`src/pcaf_pkg.sv`:
```
package pcaf_pkg;

    localparam int FRACTION_BITS     = 12;
    localparam int PHASE_TABLE_DEPTH = 1664;
    localparam int PH_W              = $clog2(PHASE_TABLE_DEPTH);
    localparam int SC_W              = FRACTION_BITS + 2;
    localparam int LS_AW_MAX         = 11;
    localparam int X_W               = 11;
    localparam int POS_W             = 12;
    localparam int POS_MAX           = 4094;
    localparam int LSP_W             = 10;
    localparam int LINE_PHASE_STEP   = 192;
    localparam int LINE_PHASE_MOD    = 832;
    localparam longint FX_SCALE      = 1000000;
    localparam longint FX_HALF       = 500000;

    localparam longint unsigned PI_Q30      = 64'd3373259426;
    localparam longint unsigned TWO_PI_Q30  = 64'd6746518852;
    localparam longint unsigned HALF_PI_Q30 = 64'd1686629713;
    localparam longint unsigned ANG_MUL     = 64'd2784312575;
    localparam longint unsigned ANG_DIV     = 64'd1600000000;

    typedef logic signed [SC_W-1:0] sc_rom_t [PHASE_TABLE_DEPTH];

    // one pixel as classified by the front
    typedef struct packed {
        logic [7:0]           red;
        logic [7:0]           green;
        logic [7:0]           blue;
        logic                 bank;
        logic                 first;
        logic [PH_W-1:0]      ph;
        logic [1:0]           slot;
        logic [LS_AW_MAX-1:0] addr;
    } front_item_t;

    typedef enum logic [3:0] {
        BK_CLEAR,
        BK_IDLE,
        BK_MIX,
        BK_MOD1,
        BK_MOD2,
        BK_IIR1,
        BK_IIR2,
        BK_SIG,
        BK_DEM,
        BK_SUM,
        BK_LINE,
        BK_CONV,
        BK_OUT
    } back_state_t;

    function automatic logic signed [31:0] fx(longint micro);
        longint t;
        t = (micro * (longint'(1) <<< FRACTION_BITS) + FX_HALF) / FX_SCALE;
        return 32'(t);
    endfunction

    localparam logic signed [31:0] KY_R  = fx(299000);
    localparam logic signed [31:0] KY_G  = fx(587000);
    localparam logic signed [31:0] KY_B  = fx(114000);
    localparam logic signed [31:0] KU_R  = fx(147000);
    localparam logic signed [31:0] KU_G  = fx(289000);
    localparam logic signed [31:0] KU_B  = fx(436000);
    localparam logic signed [31:0] KV_R  = fx(615000);
    localparam logic signed [31:0] KV_G  = fx(515000);
    localparam logic signed [31:0] KV_B  = fx(100000);
    localparam logic signed [31:0] KF_A  = fx(754226);
    localparam logic signed [31:0] KF_B1 = fx(184815);
    localparam logic signed [31:0] KF_B2 = fx(332316);
    localparam logic signed [31:0] KO_RV = fx(142500);
    localparam logic signed [31:0] KO_GU = fx(49500);
    localparam logic signed [31:0] KO_GV = fx(72625);
    localparam logic signed [31:0] KO_BU = fx(253625);

    // fixed point product, floor shift, wrapped to 32 bits
    function automatic logic signed [31:0] fmul(logic signed [31:0] a, logic signed [31:0] b);
        logic signed [63:0] p;
        p = a * b;
        return p[FRACTION_BITS+31:FRACTION_BITS];
    endfunction

    function automatic logic [7:0] clamp8(logic signed [31:0] v);
        logic signed [31:0] t;
        t = v >>> FRACTION_BITS;
        if (t < 0)
            return 8'd0;
        else if (t > 32'sd255)
            return 8'd255;
        else
            return t[7:0];
    endfunction

    // q30 taylor sine, rounded to the fraction width
    function automatic logic signed [SC_W-1:0] sin_q(longint unsigned ang_in);
        longint unsigned ang;
        longint unsigned x;
        longint unsigned term;
        longint          sum;
        logic            neg;
        ang = ang_in;
        neg = 1'b0;
        if (ang >= PI_Q30)
        begin
            ang = ang - PI_Q30;
            neg = 1'b1;
        end
        if (ang > HALF_PI_Q30)
            ang = PI_Q30 - ang;
        x    = ang;
        term = x;
        sum  = longint'(x);
        for (int k = 1; k <= 8; k++)
        begin
            term = (((term * x) >> 30) * x) >> 30;
            // divide by (2k)(2k+1)
            unique case (k)
                1:       term = term / 64'd6;
                2:       term = term / 64'd20;
                3:       term = term / 64'd42;
                4:       term = term / 64'd72;
                5:       term = term / 64'd110;
                6:       term = term / 64'd156;
                7:       term = term / 64'd210;
                default: term = term / 64'd272;
            endcase
            if (k % 2 == 1)
                sum = sum - longint'(term);
            else
                sum = sum + longint'(term);
        end
        if (sum < 0)
            sum = 0;
        if (sum > (longint'(1) <<< 30))
            sum = longint'(1) <<< 30;
        sum = (sum + (longint'(1) <<< (29 - FRACTION_BITS))) >>> (30 - FRACTION_BITS);
        return neg ? SC_W'(-sum) : SC_W'(sum);
    endfunction

    function automatic sc_rom_t build_rom(logic want_cos);
        sc_rom_t         rom;
        longint unsigned a;
        longint unsigned q;
        longint unsigned r;
        longint unsigned ang;
        for (int n = 0; n < PHASE_TABLE_DEPTH; n++)
        begin
            a   = longint'(n) * ANG_MUL;
            q   = a / ANG_DIV;
            r   = a % ANG_DIV;
            ang = ((q << 30) + ((r << 30) / ANG_DIV)) % TWO_PI_Q30;
            if (want_cos)
                rom[n] = sin_q((ang + HALF_PI_Q30) % TWO_PI_Q30);
            else
                rom[n] = sin_q(ang);
        end
        return rom;
    endfunction

endpackage

```
`src/pcaf_front.sv`:
```
module pcaf_front
    import pcaf_pkg::*;
#(
    parameter int LINE_MAX = 1536
)
(
    input  logic              clk,
    input  logic              rst_n,
    input  logic              cfg_we,
    input  logic [X_W-1:0]    cfg_wdata,
    input  logic              in_valid,
    output logic              in_ready,
    input  logic [7:0]        red_in,
    input  logic [7:0]        green_in,
    input  logic [7:0]        blue_in,
    input  logic              line_parity,
    input  logic              last_in_line,
    input  logic              first_of_frame,
    output logic              push,
    input  logic              q_ready,
    output front_item_t       item
);

    localparam int QMAX    = POS_MAX / LINE_MAX;
    localparam int Q_STEPS = (QMAX < 1) ? 1 : $clog2(QMAX + 1);

    logic [X_W-1:0]   x_start_reg;
    logic [PH_W-1:0]  phase_reg, phase_next;
    logic [LSP_W-1:0] lsp_reg, lsp_next;
    logic [X_W-1:0]   col_reg, col_next;
    logic [POS_W-1:0] pos;
    logic [POS_W:0]   rem;
    logic [PH_W:0]    ph_inc;
    logic [LSP_W:0]   lsp_sum;

    assign in_ready = q_ready;
    assign push     = in_valid & q_ready;
    assign pos      = POS_W'(x_start_reg) + POS_W'(col_reg);

    // line address: restoring remainder, one bit of quotient a step
    always_comb
    begin
        rem = {1'b0, pos};
        for (int k = Q_STEPS - 1; k >= 0; k--)
        begin
            if (rem >= (POS_W+1)'(LINE_MAX << k))
                rem = rem - (POS_W+1)'(LINE_MAX << k);
        end
    end

    always_comb
    begin
        item.red   = red_in;
        item.green = green_in;
        item.blue  = blue_in;
        item.bank  = line_parity;
        item.first = first_of_frame;
        item.ph    = phase_reg;
        item.slot  = pos[1:0];
        item.addr  = rem[LS_AW_MAX-1:0];
    end

    always_comb
    begin
        ph_inc  = {1'b0, phase_reg} + 1'b1;
        lsp_sum = {1'b0, lsp_reg} + (LSP_W+1)'(LINE_PHASE_STEP);
        if (ph_inc == (PH_W+1)'(PHASE_TABLE_DEPTH))
            phase_next = '0;
        else
            phase_next = ph_inc[PH_W-1:0];
        col_next = col_reg + 1'b1;
        lsp_next = lsp_reg;
        if (last_in_line)
        begin
            if (lsp_sum >= (LSP_W+1)'(LINE_PHASE_MOD))
                lsp_next = LSP_W'(lsp_sum - (LSP_W+1)'(LINE_PHASE_MOD));
            else
                lsp_next = lsp_sum[LSP_W-1:0];
            phase_next = PH_W'(lsp_next);
            col_next   = '0;
        end
    end

    always_ff @(posedge clk or negedge rst_n)
    begin
        if (!rst_n)
        begin
            x_start_reg <= '0;
            phase_reg   <= '0;
            lsp_reg     <= '0;
            col_reg     <= '0;
        end
        else
        begin
            if (cfg_we)
                x_start_reg <= cfg_wdata;
            if (push)
            begin
                phase_reg <= phase_next;
                lsp_reg   <= lsp_next;
                col_reg   <= col_next;
            end
        end
    end

endmodule

```
`config.mk`:
```
export PLATFORM = sky130hd
export DESIGN_NAME = pcaf_front
export DESIGN_NICKNAME = d
export VERILOG_FILES = /design/src/pcaf_pkg.sv /design/src/pcaf_front.sv
export SDC_FILE = /design/constraint.sdc
export NUM_CORES = 1
export LEC_CHECK = 0
export ABC_CLOCK_PERIOD_IN_PS = 4370
export BUFFER_PORTS_ARGS = -buffer_cell sky130_fd_sc_hd__buf_2
export CORE_MARGIN = 2
export CORE_UTILIZATION = 45
export DETAILED_ROUTE_END_ITERATION = 6
export PLACE_DENSITY = 0.76
export REMOVE_ABC_BUFFERS = 1
export SLEW_MARGIN = 20
export SYNTH_ARGS = -nofsm -noshare
export SYNTH_HDL_FRONTEND = slang
export SYNTH_SLANG_ARGS = --single-unit
```
`constraint.sdc`:
```
create_clock -name clk -period 4.37 [get_ports clk]
set_clock_uncertainty 0.15 [all_clocks]
set_input_delay 0.874 -clock clk [delete_from_list [all_inputs] [get_ports clk]]
set_output_delay 0.874 -clock clk [all_outputs]
set_load 0.01 [all_outputs]
```
======== Yosys cells after proc, flatten, opt, wreduce, memory -nomap -nowiden ========
Index checks and enable logic that the tools add are counted.
Widths: inputs -> output; s select.
storage, ports and cells
  register bits ........................... 43
  latch bits .............................. 0
  memory bits (writable) .................. 0
  memory bits (read-only) ................. 0
  input bits .............................. 43
  output and inout port bits .............. 52
  word-level logic and storage cells ...... 23
  memories kept ........................... 0
cells by class
  add/sub/neg operators ................... 7
  $mul .................................... 0
  divide/modulo/power cells ............... 0
  $lt $le $gt $ge ......................... 3
  eq/ne operators ......................... 1
  shifts and indexed selects .............. 0
  muxes and demuxes ....................... 6
  bitwise logic cells ..................... 1
  reduce and logical (&&, ||, !) cells .... 1
operators by type and width
  kind                    number
  $mux 11                 4
  $ge 13x11->1 const B    1
  $mux 13                 1
  $sub 12x12->13 const B  1
  $add 11x1->12 const B   1
  $add 11x11->12          1
  $eq 12x11->1 const B    1
  $ge 12x12->1 const B    1
  $add 10x8->11 const B   1
  $add 11x1->11 const B   1
  $ge 11x10->1 const B    1
  $sub 11x11->11 const B  1
  $mux 10                 1
  $sub 10x10->10 const B  1
  $reduce_and 2->1        1
  $and 1x1->1             1

======== Longest topological paths before layout ========
  word-level depth ........................ 5
  mapped depth ............................ 17
  depth with buffers taken out ............ 17

======== Worst setup path before layout ========
No wires, ideal clock.
  kind .................................... reg2out
  start point ............................. register col_reg[0]
  end point ............................... output item[10] in the netlist's numbering
  data arrival time ....................... 3314 ps
  setup slack ............................. 32 ps
  cell stages (with the launch flop) ...... 18
  buffers on the path ..................... 0
  cells stage by stage .................... dfrtp_1 ha_1 inv_1 fa_1 nor2b_1 o22a_1 and2_1 or4_1 and3_4 inv_1 ha_1 inv_1 o311ai_0 o21ai_1 ha_1 o21a_1 a221oi_2 mux2_4
RTL lines
  element                   line               RTL
  start: declaration        pcaf_front.sv:30   logic [X_W-1:0] col_reg, col_next;
  start signal: assignment  pcaf_front.sv:101  col_reg <= col_next;
  end: declaration          pcaf_front.sv:21   output front_item_t item

==> summary.md <==
- **Final Routed Wirelength** 6390 um
- **depth of the worst register-to-register path** 9
- **drt wl/cell** 14.8 um
- **post-route setup TNS** -527 ps
- **source of the worst hold timing path** x_start_reg[6]
- **y dimension of the die** 83.0 um
- **register bit count reported by yosys** 37
- **Synth warnings** 0
- **Period Utilization, post-route** 107%
- **data arrival time of the critical path** 3630 ps
- **overall die width** 83.0 um
- **Root Buffer Master** clkbuf_8
- **Clock Path Buffers** 2
- **First-pass DRT Iterations** 4
- **share of the yosys chip area belonging to registers** 32.9%
- **Gate power share** 50.9%
- **outcome** complete, but fails checks
- **count of nets after finishing** 419
- **synthesized area** 2810 sq um
- **Hold Path Stages** 1
- **clock transition at the register clock pins on the worst setup and hold paths after CTS** 70 ps
- **number of instances in the placed design** 415
- **proportion of layout cells with a drive suffix above 1** 34.4%
- **max-slew violation count** 0
- **crit start category** register
- **core box area** 5990 sq um
- **total die area** 6900 sq um
- **number of non-filler instances in the completed layout** 433
- **initial core utilization** 46.9%
- **hold path endpoint** x_start_reg[6]
- **hold buffers post-CTS** 0
- **antenna viol nets, final** 0
- **r2r startpoint** phase_reg[0]
- **number of unique standard cell types used by synthesis** 52
- **capture point of the worst reg-to-reg path** phase_reg[9]
- **clock group share of total power** 16.6%
- **syn_area_per_cell** 8.84 sq um
- **max-slew headroom at the worst pin** 45.7%
- **number of enable-type register cells in the synthesized netlist** 0
- **post-synthesis instance total** 318
- **final HPWL from detailed placement** 4610 um
- **worst endpoint required time** 3350 ps
- **P_int** 0.000910 W
- **sequential group share of total power** 32.4%
- **Register-to-Register Setup Slack** 1640 ps
- **detailed-route via count** 2370
- **most common library cell in the layout ignoring fill and taps** buf_2
- **startpoint-to-endpoint class of the critical path** register to primary output
- **number of setup violations in the final report** 2
- **sink count of the clock tree** 37
- **async set or reset register ratio after synthesis** 100%
- **global route total overflow** 0
- **Min-Delay Path Class** register to register
- **Cell Rows** 28
- **measured slew at the worst slew-check pin** 815 ps
- **most used flip-flop cell after synthesis** dfrtp_1
- **vias per inst** 5.47
- **maximum resistive drop on vdd** 0.000285 V
- **TritonCTS clock tree** yes
- **number of levels the H-tree was split into** 2
- **first-pass GRT wire length** 10400 um
- **top library cells by usage in the layout, fill and taps aside** buf_2 (41), dfrtp_1 (37), nand2_1 (30)
- **type of element capturing the critical path** primary output
- **max-cap violations** 0
- **violations in the final reports** setup timing
- **post-detailed-route DRC marker count** 0
- **global placement routability congestion** 0.888
- **highest achievable clock rate** 215 MHz
- **unrepaired setup endpoints after global routing** true
- **min cycle time layout** 4660 ps
- **antenna violations before repair** 0
- **CP Max Fanout** 2
- **switching share of power** 39.4%
- **total power divided by cell area** 452 nW/um^2
- **aggregate global-route resource usage** 18.0%
- **relative area change from synthesis to final layout** 18.1%
- **standby leakage power** 1.58 nW
- **TritonCTS Buffers** 5
- **via count of the first global-routing pass** 2356
- **pin count of the biggest net entering global routing** 38
- **# diodes** 0
- **least setup slack across all paths after layout** -287 ps
- **final hold violation count** 0
- **number of ports placed on the die boundary** 95
- **input/output buffers** 42
- **number of DRC violations after detailed-routing iteration 0** 136
- **clock insertion delay at the later pin of the skew report** 280 ps
- **switching pwr** 0.000592 W
## repair_timing
action                                  in CTS  in global routing
buffers inserted                             5                  5
pin swaps                                    8                 19
endpoints found under the setup margin       2                  2
resized for setup                           13                 19
## worst max-delay path by stage
stage | slack (ps) | endpoint | startpoint
5_1_grt | -460 | item[10] | x_start_reg[0]
2_1_floorplan | 30 | item[10] | col_reg[0]
3_3_place_gp | -2 | item[10] | x_start_reg[0]
4_1_cts | -260 | item[10] | col_reg[8]
3_5_place_dp | -140 | item[10] | x_start_reg[0]
6_report | -290 | item[10] | x_start_reg[0]
## through the flow
step                      setup slack, ps  utilization (%)  area (sq um)  power (W)  hold slack, ps
after floorplan                      32.4                -          2560   0.000944             337
after global placement              -2.45             50.1          3000    0.00115             347
after detailed placement             -143             50.1          3000    0.00117             355
after CTS                            -256             52.9          3170    0.00145             374
after global routing                 -455             55.4          3320    0.00162             394
final                                -287             55.4          3320    0.00150             369
## power groups by stage
stage	combinational (W)	clock [W]	sequential, W
after CTS	0.000710	0.000258	0.000482
after detailed placement	0.000684	0	0.000488
after floorplan	0.000460	0	0.000484
after global placement	0.000666	0	0.000485
final	0.000765	0.000250	0.000487
after global routing	0.000847	0.000275	0.000500
## kinds of logic (layout without fill, tap and decap cells)
| family | count (synthesis) | count (layout) | synth area share [%] |
|---|---|---|---|
| buffers and inverters | 57 | 97 | 11.5 |
| multiplexers | 14 | 14 | 5.70 |
| XOR/XNOR | 23 | 23 | 7.16 |
| AND/OR/NAND/NOR | 102 | 102 | 17.9 |
| AO/OA/AOI/OAI | 66 | 66 | 16.1 |
| adder cells (fa/ha/maj) | 19 | 19 | 8.72 |
| flip-flops | 37 | 37 | 32.9 |
## synthesized netlist by cell type, types with 7 or more instances
master	count	area, sq um
nor3_1	7	35.0
xnor2_1	13	114
nand2_1	30	113
ha_1	18	225
dfrtp_1	37	926
nand3_1	14	70.1
buf_4	29	218
and3_1	8	50.1
clkbuf_1	8	30.0
inv_1	19	71.3
nor2_1	20	75.1
xor2_1	10	87.6
o21ai_0	27	135
mux2_2	12	135
a21oi_1	8	40.0
## worst max-delay path, cell delays in order (launching register included)
cell      delay (ps)
dfrtp_1          380
ha_2             200
inv_2             50
fa_2             220
nor2b_4           50
o22a_1           200
and2_4           160
or4_4            500
and3_4           190
inv_4             60
ha_4             130
inv_2             40
o311ai_2          60
o21ai_2          120
ha_2             180
o21a_1           100
a221oi_2         250
mux2_4           330
buf_6            120
## routing by layer
metal / vias to the layer above / GRT usage [%] / part of all wire [%]
li1: 1155 / - / -
met1: 1113 / 22.5 / 43
met2: 96 / 28.3 / 48
met3: 6 / 6.96 / 7.7
met4: 0 / 5.81 / 0.86
met5: - / 2.27 / 0
## layout make-up
cell class	count	area (sq um)
sequential	37	926
fill	535	2670
tap	75	93.8
multi-input combinational	224	1700
clock buffer	6	82.6
timing repair buffer	70	430
inverter	19	73.8
clock inverter	2	13.8
No activity file was read; power rests on OpenSTA's default activity.
