## src/pcaf_pkg.sv

```systemverilog
package pcaf_pkg;

    localparam int FRACTION_BITS     = 12;
    localparam int PHASE_TABLE_DEPTH = 1664;
    localparam int PH_W              = $clog2(PHASE_TABLE_DEPTH);
    localparam int SC_W              = FRACTION_BITS + 2;
    localparam int LS_AW_MAX         = 11;
    localparam int X_W               = 11;
    localparam int POS_W             = 12;
    localparam int POS_MAX           = 4094;
    localparam int LSP_W             = 10;
    localparam int LINE_PHASE_STEP   = 192;
    localparam int LINE_PHASE_MOD    = 832;
    localparam longint FX_SCALE      = 1000000;
    localparam longint FX_HALF       = 500000;

    localparam longint unsigned PI_Q30      = 64'd3373259426;
    localparam longint unsigned TWO_PI_Q30  = 64'd6746518852;
    localparam longint unsigned HALF_PI_Q30 = 64'd1686629713;
    localparam longint unsigned ANG_MUL     = 64'd2784312575;
    localparam longint unsigned ANG_DIV     = 64'd1600000000;

    typedef logic signed [SC_W-1:0] sc_rom_t [PHASE_TABLE_DEPTH];

    // one pixel as classified by the front
    typedef struct packed {
        logic [7:0]           red;
        logic [7:0]           green;
        logic [7:0]           blue;
        logic                 bank;
        logic                 first;
        logic [PH_W-1:0]      ph;
        logic [1:0]           slot;
        logic [LS_AW_MAX-1:0] addr;
    } front_item_t;

    typedef enum logic [3:0] {
        BK_CLEAR,
        BK_IDLE,
        BK_MIX,
        BK_MOD1,
        BK_MOD2,
        BK_IIR1,
        BK_IIR2,
        BK_SIG,
        BK_DEM,
        BK_SUM,
        BK_LINE,
        BK_CONV,
        BK_OUT
    } back_state_t;

    function automatic logic signed [31:0] fx(longint micro);
        longint t;
        t = (micro * (longint'(1) <<< FRACTION_BITS) + FX_HALF) / FX_SCALE;
        return 32'(t);
    endfunction

    localparam logic signed [31:0] KY_R  = fx(299000);
    localparam logic signed [31:0] KY_G  = fx(587000);
    localparam logic signed [31:0] KY_B  = fx(114000);
    localparam logic signed [31:0] KU_R  = fx(147000);
    localparam logic signed [31:0] KU_G  = fx(289000);
    localparam logic signed [31:0] KU_B  = fx(436000);
    localparam logic signed [31:0] KV_R  = fx(615000);
    localparam logic signed [31:0] KV_G  = fx(515000);
    localparam logic signed [31:0] KV_B  = fx(100000);
    localparam logic signed [31:0] KF_A  = fx(754226);
    localparam logic signed [31:0] KF_B1 = fx(184815);
    localparam logic signed [31:0] KF_B2 = fx(332316);
    localparam logic signed [31:0] KO_RV = fx(142500);
    localparam logic signed [31:0] KO_GU = fx(49500);
    localparam logic signed [31:0] KO_GV = fx(72625);
    localparam logic signed [31:0] KO_BU = fx(253625);

    // fixed point product, floor shift, wrapped to 32 bits
    function automatic logic signed [31:0] fmul(logic signed [31:0] a, logic signed [31:0] b);
        logic signed [63:0] p;
        p = a * b;
        return p[FRACTION_BITS+31:FRACTION_BITS];
    endfunction

    function automatic logic [7:0] clamp8(logic signed [31:0] v);
        logic signed [31:0] t;
        t = v >>> FRACTION_BITS;
        if (t < 0)
            return 8'd0;
        else if (t > 32'sd255)
            return 8'd255;
        else
            return t[7:0];
    endfunction

    // q30 taylor sine, rounded to the fraction width
    function automatic logic signed [SC_W-1:0] sin_q(longint unsigned ang_in);
        longint unsigned ang;
        longint unsigned x;
        longint unsigned term;
        longint          sum;
        logic            neg;
        ang = ang_in;
        neg = 1'b0;
        if (ang >= PI_Q30)
        begin
            ang = ang - PI_Q30;
            neg = 1'b1;
        end
        if (ang > HALF_PI_Q30)
            ang = PI_Q30 - ang;
        x    = ang;
        term = x;
        sum  = longint'(x);
        for (int k = 1; k <= 8; k++)
        begin
            term = (((term * x) >> 30) * x) >> 30;
            // divide by (2k)(2k+1)
            unique case (k)
                1:       term = term / 64'd6;
                2:       term = term / 64'd20;
                3:       term = term / 64'd42;
                4:       term = term / 64'd72;
                5:       term = term / 64'd110;
                6:       term = term / 64'd156;
                7:       term = term / 64'd210;
                default: term = term / 64'd272;
            endcase
            if (k % 2 == 1)
                sum = sum - longint'(term);
            else
                sum = sum + longint'(term);
        end
        if (sum < 0)
            sum = 0;
        if (sum > (longint'(1) <<< 30))
            sum = longint'(1) <<< 30;
        sum = (sum + (longint'(1) <<< (29 - FRACTION_BITS))) >>> (30 - FRACTION_BITS);
        return neg ? SC_W'(-sum) : SC_W'(sum);
    endfunction

    function automatic sc_rom_t build_rom(logic want_cos);
        sc_rom_t         rom;
        longint unsigned a;
        longint unsigned q;
        longint unsigned r;
        longint unsigned ang;
        for (int n = 0; n < PHASE_TABLE_DEPTH; n++)
        begin
            a   = longint'(n) * ANG_MUL;
            q   = a / ANG_DIV;
            r   = a % ANG_DIV;
            ang = ((q << 30) + ((r << 30) / ANG_DIV)) % TWO_PI_Q30;
            if (want_cos)
                rom[n] = sin_q((ang + HALF_PI_Q30) % TWO_PI_Q30);
            else
                rom[n] = sin_q(ang);
        end
        return rom;
    endfunction

endpackage

```

## src/pcaf_queue.sv

```systemverilog
module pcaf_queue
    import pcaf_pkg::*;
(
    input  logic        clk,
    input  logic        rst_n,
    input  logic        push,
    output logic        in_ready,
    input  front_item_t in_item,
    input  logic        pop,
    output logic        out_valid,
    output front_item_t out_item
);

    localparam int DEPTH = 4;
    localparam int PW    = $clog2(DEPTH);

    front_item_t   mem_reg [DEPTH];
    logic [PW-1:0] wr_ptr_reg;
    logic [PW-1:0] rd_ptr_reg;
    logic [PW:0]   cnt_reg;

    assign in_ready  = (cnt_reg != (PW+1)'(DEPTH));
    assign out_valid = (cnt_reg != '0);
    assign out_item  = mem_reg[rd_ptr_reg];

    always_ff @(posedge clk)
    begin
        if (push)
            mem_reg[wr_ptr_reg] <= in_item;
    end

    always_ff @(posedge clk or negedge rst_n)
    begin
        if (!rst_n)
        begin
            wr_ptr_reg <= '0;
            rd_ptr_reg <= '0;
            cnt_reg    <= '0;
        end
        else
        begin
            if (push)
                wr_ptr_reg <= wr_ptr_reg + 1'b1;
            if (pop)
                rd_ptr_reg <= rd_ptr_reg + 1'b1;
            if (push && !pop)
                cnt_reg <= cnt_reg + 1'b1;
            else if (pop && !push)
                cnt_reg <= cnt_reg - 1'b1;
        end
    end

    a_no_overflow: assert property (@(posedge clk) disable iff (!rst_n)
        cnt_reg <= (PW+1)'(DEPTH))
        else $error("queue count beyond depth");

endmodule

```

## config.mk

```make
export PLATFORM = sky130hd
export DESIGN_NAME = pcaf_queue
export DESIGN_NICKNAME = d
export VERILOG_FILES = /design/src/pcaf_pkg.sv /design/src/pcaf_queue.sv
export SDC_FILE = /design/constraint.sdc
export NUM_CORES = 1
export LEC_CHECK = 0
export BUFFER_PORTS_ARGS = -buffer_cell sky130_fd_sc_hd__buf_4
export CAP_MARGIN = 0
export CORE_MARGIN = 2
export CORE_UTILIZATION = 55
export CTS_CLUSTER_SIZE = 12
export DETAILED_ROUTE_END_ITERATION = 16
export GPL_TIMING_DRIVEN = 0
export PLACE_DENSITY = 0.86
export RECOVER_POWER = 100
export SLEW_MARGIN = 15
export SYNTH_ARGS = -nofsm -noshare
export SYNTH_HDL_FRONTEND = slang
export SYNTH_SLANG_ARGS = --single-unit
```

## constraint.sdc

```tcl
create_clock -name clk -period 7.4 [get_ports clk]
set_clock_uncertainty 0.1 [all_clocks]
set_input_delay 0.37 -clock clk [delete_from_list [all_inputs] [get_ports clk]]
set_output_delay 0.37 -clock clk [all_outputs]
set_load 0.1 [all_outputs]
```

Word-level counts from Yosys, hierarchy flattened
Memories as Yosys holds them, arrays and structs flattened.
Index checks and enable logic that the tools add are counted.
- register bits: 7
- RAM bits: 200
- bits of input ports: 54
- output and inout port bits: 52
- memories: 1
- memories (name ; depth ; width ; rd ports ; clocked after Yosys merged registers in ; write ports ; RTL line ; text):
    mem_reg ; 4 ; 50 ; 1 ; 0 ; 1 ; pcaf_queue.sv:17 ; front_item_t mem_reg [DEPTH];
- add/sub/neg operators: 4
- eq/ne operators: 1
- muxes and demuxes: 4
- reduce and logical (&&, ||, !) cells: 6
- operator list (operator ; count):
    3-bit two-way mux ; 2
    2-bit by 1-bit adder with 2-bit output, second input constant ; 2
    3-bit by 1-bit adder with 3-bit output, second input constant ; 1
    3-bit inequality test, second input constant ; 1
    3-bit nonzero test ; 1
    3-bit by 1-bit subtractor with 3-bit output, second input constant ; 1
    1-bit logical AND ; 2
    1-bit zero test ; 2
    1-bit two-way mux ; 2
    2-bit nonzero test ; 1

Depth between registers and ports, before layout
Gate-level depths: netlist of the first run.
- depth in word-level cells: 4
- mapped depth: 7
- gate-level depth less buffers: 7

Least setup slack after synthesis of the first run
OpenSTA, ideal clock, no wires.
- path type: register to register
- start: register wr_ptr_reg[0]
- end: memory mem_reg[0][0] (netlist name), enable pin
- setup time: 0.413 ns
- arrival time: 1.813 ns
- data required time: 6.887 ns
- setup slack: 5.074 ns
- stages on the path, launching flop included: 4
- path through: dfrtp_1 > inv_1 > ha_1 > and2_1
- RTL lines (what ; RTL line ; text):
    from (decl) ; pcaf_queue.sv:18 ; logic [PW-1:0] wr_ptr_reg;
    from (signal assigned) ; pcaf_queue.sv:43 ; wr_ptr_reg <= wr_ptr_reg + 1'b1;
    to (decl) ; pcaf_queue.sv:17 ;
No word-level cell before the write port.

Worst setup path in the final report of the first run
- start: register wr_ptr_reg[0]
- end: memory mem_reg[2][4] (netlist name), enable pin
No word-level cell before the write port.

==> results.ini, run 1 <==
[run_status]
status = finished, violations left
violations = capacitance limit, slew limit

[critical_path]
cp_top_family = simple AND/OR/NAND/NOR gates
r2r-end = mem_reg[2][4]$_DFFE_PP_
start_kind = flip-flop
crit_chain = inv_1, ha_1, and2_0
cp.buffers_inverters = 1
crit_fanout = 50
critPathMaxStageDelay_ns = 2.70
path_class = flip-flop to flip-flop
cp_data_required_time_ns = 7.29
arrival_ns = 3.88
critPathSlowestCell = and2_0
rr_worst_depth = 3
rrSetupSlack_ns = 3.41
critPathCaptureType = flip-flop
reg2reg_from = wr_ptr_reg[0]$_DFFE_PN0P_

[global_routing]
grt_pass1_wl_um = 20460
grt_max_degree = 51
antenna_found_initial = 0
grt_pass1_vias = 3918
grt.total_usage = 0.1823
overflow = 0

[timing]
fmax_ghz = 0.2506
whs_ns = 0.03361
relSlewSlack = -1.522
finalMaxSlewViolations = 204
period_needed_ns = 3.990
finalCritPeriodShare = 0.5392
worst_pin_slew_ns = 3.780
finalSetupViolCount = 0
rsz0062_at_grt = false
hold_viol = 0
tns_ns = 0

[floorplanning]
rows = 43
die_h_um = 122.1
die_w_um = 122.1
start_util = 0.5570
die_area_mm2 = 0.01491
pin_count = 106
coreArea_mm2 = 0.01377

[cts]
path_clk_slew_ns = 0.06
cts_resized = 0
cts_max_level = 1
cts.path.max_buffers = 3
clk_latency_ns = 0.47
cts_buffers = 21
clock_sinks = 207
clock-root-buffer = clkbuf_16
cts_tree = built

[cells_and_area]
postLayoutCoreUtil = 0.6752
fillers = 989
antenna_cells = 0
final_common_cell = edfxtp_1
drive_gt1_frac = 0.1649
largest_reg_flops = 200
nets = 536
final_cells = 665
area_growth_syn_to_layout_pct = 21.24
final_cell_mix = edfxtp_1, clkbuf_1, dlygate4sd3_1

[yosys]
ys_types = 19
ys_ff_latch = 207
netlist_instances = 297
syn_area_mm2 = 0.007671
syn-num-nets = 357
seq_area_frac_synth = 0.8057
ys_warn_count = 0
avgSynthCellArea_um2 = 25.83

[placed_design]
gp_congestion = 0.6762
placedCellCount = 582
dp_hpwl_um = 7553
portBuffers = 105

[route]
drc_errors = 0
drt_wl_total_um = 13440
wl_per_cell_um = 20.20
first_iter_violations = 212
via_per_inst = 5.397
ant_nets = 0
first_pass_iters = 4
via_count = 3589

[run]
maxCapViolCount = 4

[worst_hold_path]
hp-class = input pin to flip-flop
hp-start = push
holdPathStages = 2
min_to = wr_ptr_reg[0]$_DFFE_PN0P_

[layout make-up]
cell class	instances	area, um2	area share
repair buffers	156	927.1	0.09969
well taps	180	225.2	0.02422
clock inverters	1	3.754	0.0004036
clock buffers	31	563.0	0.06054
inverters	4	15.01	0.001614
plain buffers	12	50.05	0.005381
flip-flops and latches	207	6181	0.6646
multi-input cells	74	1335	0.1435
[worst max-delay path by stage]
stage                         startpoint                  endpoint  slack [ns]  cells past startpoint
3_5_place_dp   rd_ptr_reg[1]$_DFFE_PN0P_              out_item[32]        5.30                      4
3_3_place_gp   wr_ptr_reg[0]$_DFFE_PN0P_   mem_reg[2][8]$_DFFE_PP_        4.22                      3
4_1_cts        rd_ptr_reg[1]$_DFFE_PN0P_              out_item[32]        4.79                      4
6_report       wr_ptr_reg[0]$_DFFE_PN0P_   mem_reg[2][4]$_DFFE_PP_        3.41                      3
5_1_grt        wr_ptr_reg[0]$_DFFE_PN0P_  mem_reg[0][15]$_DFFE_PP_        3.05                      3
2_1_floorplan  wr_ptr_reg[0]$_DFFE_PN0P_   mem_reg[0][0]$_DFFE_PP_        5.07                      3
[per-stage QoR]
| stage | worst slack, ns | instance area (um2) |
|---|---|---|
| floorplan | 5.074 | 7671 |
| global placement | 4.215 | 8685 |
| detailed placement | 5.301 | 8695 |
| CTS | 4.792 | 9772 |
| global route | 3.049 | 9300 |
| finish | 3.410 | 9300 |
[per-layer routing]
metal,up-vias,GRT usage,wire (um)
li1,1608,-,-
met1,1853,0.2299,5463
met2,101,0.3275,7058
met3,27,0.03184,594
met4,0,0.05101,319
met5,-,0,0
[kinds of logic (layout without fill, tap and decap cells)]
family / after synthesis / count (layout) / share of synthesized area
buffers and inverters: 16 / 204 / 0.02022
XOR/XNOR: 6 / 6 / 0.006850
AND/OR/NAND/NOR: 10 / 10 / 0.006524
multiplexers: 51 / 51 / 0.1492
adder cells (fa/ha/maj): 6 / 6 / 0.01077
flip-flops: 207 / 207 / 0.8057
AO/OA/AOI/OAI: 1 / 1 / 0.0006518
[synth_stat cells]
library cell  number  area [um2]
buf_2              5       25.02
mux4_2            48        1081
edfxtp_1         200        6006
mux4_1             2       52.55
o21ai_0            1       5.000
mux2_2             1       11.26
xnor2_1            2       17.52
ha_1               5       62.56
dfrtp_1            7       175.2
inv_1              4       15.01
or3_1              1       6.260
and2_1             4       25.02
nand2_1            3       11.26
clkbuf_1           1       3.750
xor2_1             4       35.03
fa_1               1       20.02
buf_6              1       11.26
buf_12             5       100.1
nor2_1             2       7.510
[what timing repair did]
| action | CTS | global route |
|---|---|---|
| setup endpoints to repair | 0 | 0 |
| setup buffers | 0 | 0 |
| endpoints found under the hold margin | 204 | 0 |
| hold buffers | 51 | 0 |
Power of run 1 is not shown: default switching activity piles up to over one toggle a cycle in this logic, so the estimate is an artifact.
==> run 2: changes to the inputs <==
- CORE_UTILIZATION: 55 -> 51
- PLACE_DENSITY: 0.86 -> 0.84
- clock period: 7.4 -> 3.2 ns (I/O delays scaled with it)
==> results.ini, run 2 (synthesized netlist as in run 1, its figures left out) <==
[run_status]
status = complete, no violations  ; was finished, violations left

[critical_path]
critPathCaptureType = output port  ; was flip-flop
cp_top_family = buffers and inverters  ; was simple AND/OR/NAND/NOR gates
arrival_ns = 2.48  ; was 3.88 ns
reg2reg_from = wr_ptr_reg[0]$_DFFE_PN0P_  ; unchanged
path_class = flip-flop to output port  ; was flip-flop to flip-flop
critical_path_depth = 4  ; was 3
rr_worst_depth = 4  ; was 3
cp_data_required_time_ns = 2.94  ; was 7.29 ns
crit_chain = clkbuf_1, clkbuf_1, mux4_2, clkbuf_2  ; was inv_1, ha_1, and2_0
crit_fanout = 10  ; was 50
start_kind = flip-flop  ; unchanged
cp.buffers_inverters = 3  ; was 1
critPathSlowestCell = clkbuf_1  ; was and2_0
crit_start = rd_ptr_reg[1]$_DFFE_PN0P_  ; was wr_ptr_reg[0]$_DFFE_PN0P_
critPathMaxStageDelay_ns = 0.56  ; was 2.70 ns
cpMostUsedCell = clkbuf_1

[cts]
cts_max_level = 1  ; unchanged
cts.path.max_buffers = 3  ; unchanged
clk_latency_ns = 0.48  ; was 0.47 ns
clock_sinks = 207  ; unchanged
cts_setup_buffers = 0  ; unchanged
cts_buffers = 21  ; unchanged
clock-root-buffer = clkbuf_16  ; unchanged
cts_tree = built  ; unchanged
path_clk_slew_ns = 0.06  ; about the same

[global_routing]
antenna_found_initial = 0  ; unchanged
grt_pass1_vias = 3936  ; was 3,918
overflow = 0  ; unchanged
grt.total_usage = 0.1714  ; was 0.1823
grt_pass1_wl_um = 20930  ; was 20,460 um
grt_max_degree = 51  ; unchanged

[timing]
finalMaxSlewViolations = 0  ; was 204
worst_slack_ns = 0.4610  ; was 3.410 ns
period_needed_ns = 2.739
fmax_ghz = 0.3651
rsz0062_at_grt = false  ; unchanged
worst_pin_slew_ns = 1.484  ; was 3.780 ns
hold_viol = 0  ; unchanged
finalCritPeriodShare = 0.8559
finalSetupViolCount = 0  ; unchanged
relSlewSlack = 0.01048  ; was -1.522
whs_ns = 0.3301  ; was 0.03361 ns

[floorplanning]
rows = 44  ; was 43
pin_count = 106  ; unchanged
start_util = 0.5258  ; was 0.5570
coreArea_mm2 = 0.01459  ; was 0.01377 mm2
die_h_um = 126.6  ; was 122.1 um
die_w_um = 126.6  ; was 122.1 um
die_area_mm2 = 0.01604  ; was 0.01491 mm2

[cells_and_area]
largest_reg_flops = 200  ; unchanged
antenna_cells = 0  ; unchanged
final_cell_mix = edfxtp_1, clkbuf_1, dlygate4sd3_1  ; unchanged
postLayoutCoreUtil = 0.6566  ; was 0.6752
nets = 542  ; was 536
area_growth_syn_to_layout_pct = 24.87  ; was 21.24%
final_common_cell = edfxtp_1  ; unchanged
drive_gt1_frac = 0.2752  ; was 0.1649

[worst_hold_path]
hp-class = input pin to flip-flop  ; unchanged
holdPathStages = 3  ; was 2
hp-start = pop  ; was push

[placed_design]
gp_congestion = 0.7042  ; was 0.6762
portBuffers = 105  ; unchanged
dp_hpwl_um = 7846  ; was 7553 um
dp_slack_ns = 1.308  ; was 5.301 ns

[route]
via_count = 3613  ; was 3,589
via_per_inst = 5.385  ; was 5.397
first_iter_violations = 234  ; was 212
drc_errors = 0  ; unchanged
ant_nets = 0  ; unchanged
wl_per_cell_um = 19.87  ; was 20.20 um
drt_wl_total_um = 13340  ; was 13,440 um
first_pass_iters = 4  ; unchanged

[run]
maxCapViolCount = 0  ; was 4

run 2: worst min-delay path, delay by kind of cell:
family | cells | cell delay (ns)
xor+xnor | 1 | 0.06
buf+inv | 2 | 0.65
run 2: final cells by class:
class / count / area [um2]
plain buffers: 12 / 136.4
flip-flops and latches: 207 / 6181
clock inverters: 4 / 20.02
multi-input cells: 74 / 1336
fillers: 973 / 5010
well taps: 184 / 230.2
repair buffers: 162 / 1124
clock buffers: 24 / 536.8
inverters: 4 / 15.01
run 2: routing by layer:
layer  share of wire  GRT usage  wire length [um]  vias up
met4           0.021    0.04848               286        0
met3           0.050    0.03838               667       26
met2            0.52     0.3007              6927      106
met1            0.41     0.2170              5455     1859
met5               0          0                 0        -
li1                -          -                 -     1622
run 2: path summary, 6_finish.rpt:
check                                            end  slack [ns]
max                                     out_item[34]        0.46
min                        rd_ptr_reg[0]$_DFFE_PN0P_        0.33
max reg2reg                 mem_reg[2][16]$_DFFE_PP_        0.74
min reg2reg                   cnt_reg[2]$_DFFE_PN0P_        0.40
max in group asynchronous  rd_ptr_reg[0]$_DFFE_PN0P_        2.16
min in group asynchronous  wr_ptr_reg[0]$_DFFE_PN0P_        0.57
run 2: stage by stage:
step / instance area, um2 / TNS [ns] / std cells
2_1_floorplan: 7671 / 0 / 297
3_3_place_gp: 8690 / -0.2071 / 586
3_5_place_dp: 8775 / 0 / 589
4_1_cts: 9872 / 0 / 671
5_1_grt: 9579 / 0 / 671
6_report: 9579 / 0 / 671
run 2: what timing repair did:
item / in CTS / in global routing
gates resized for setup: 0 / 0
hold buffers: 54 / 0
endpoints found under the hold margin: 212 / 0
Power of run 2 is left out for the same reason.
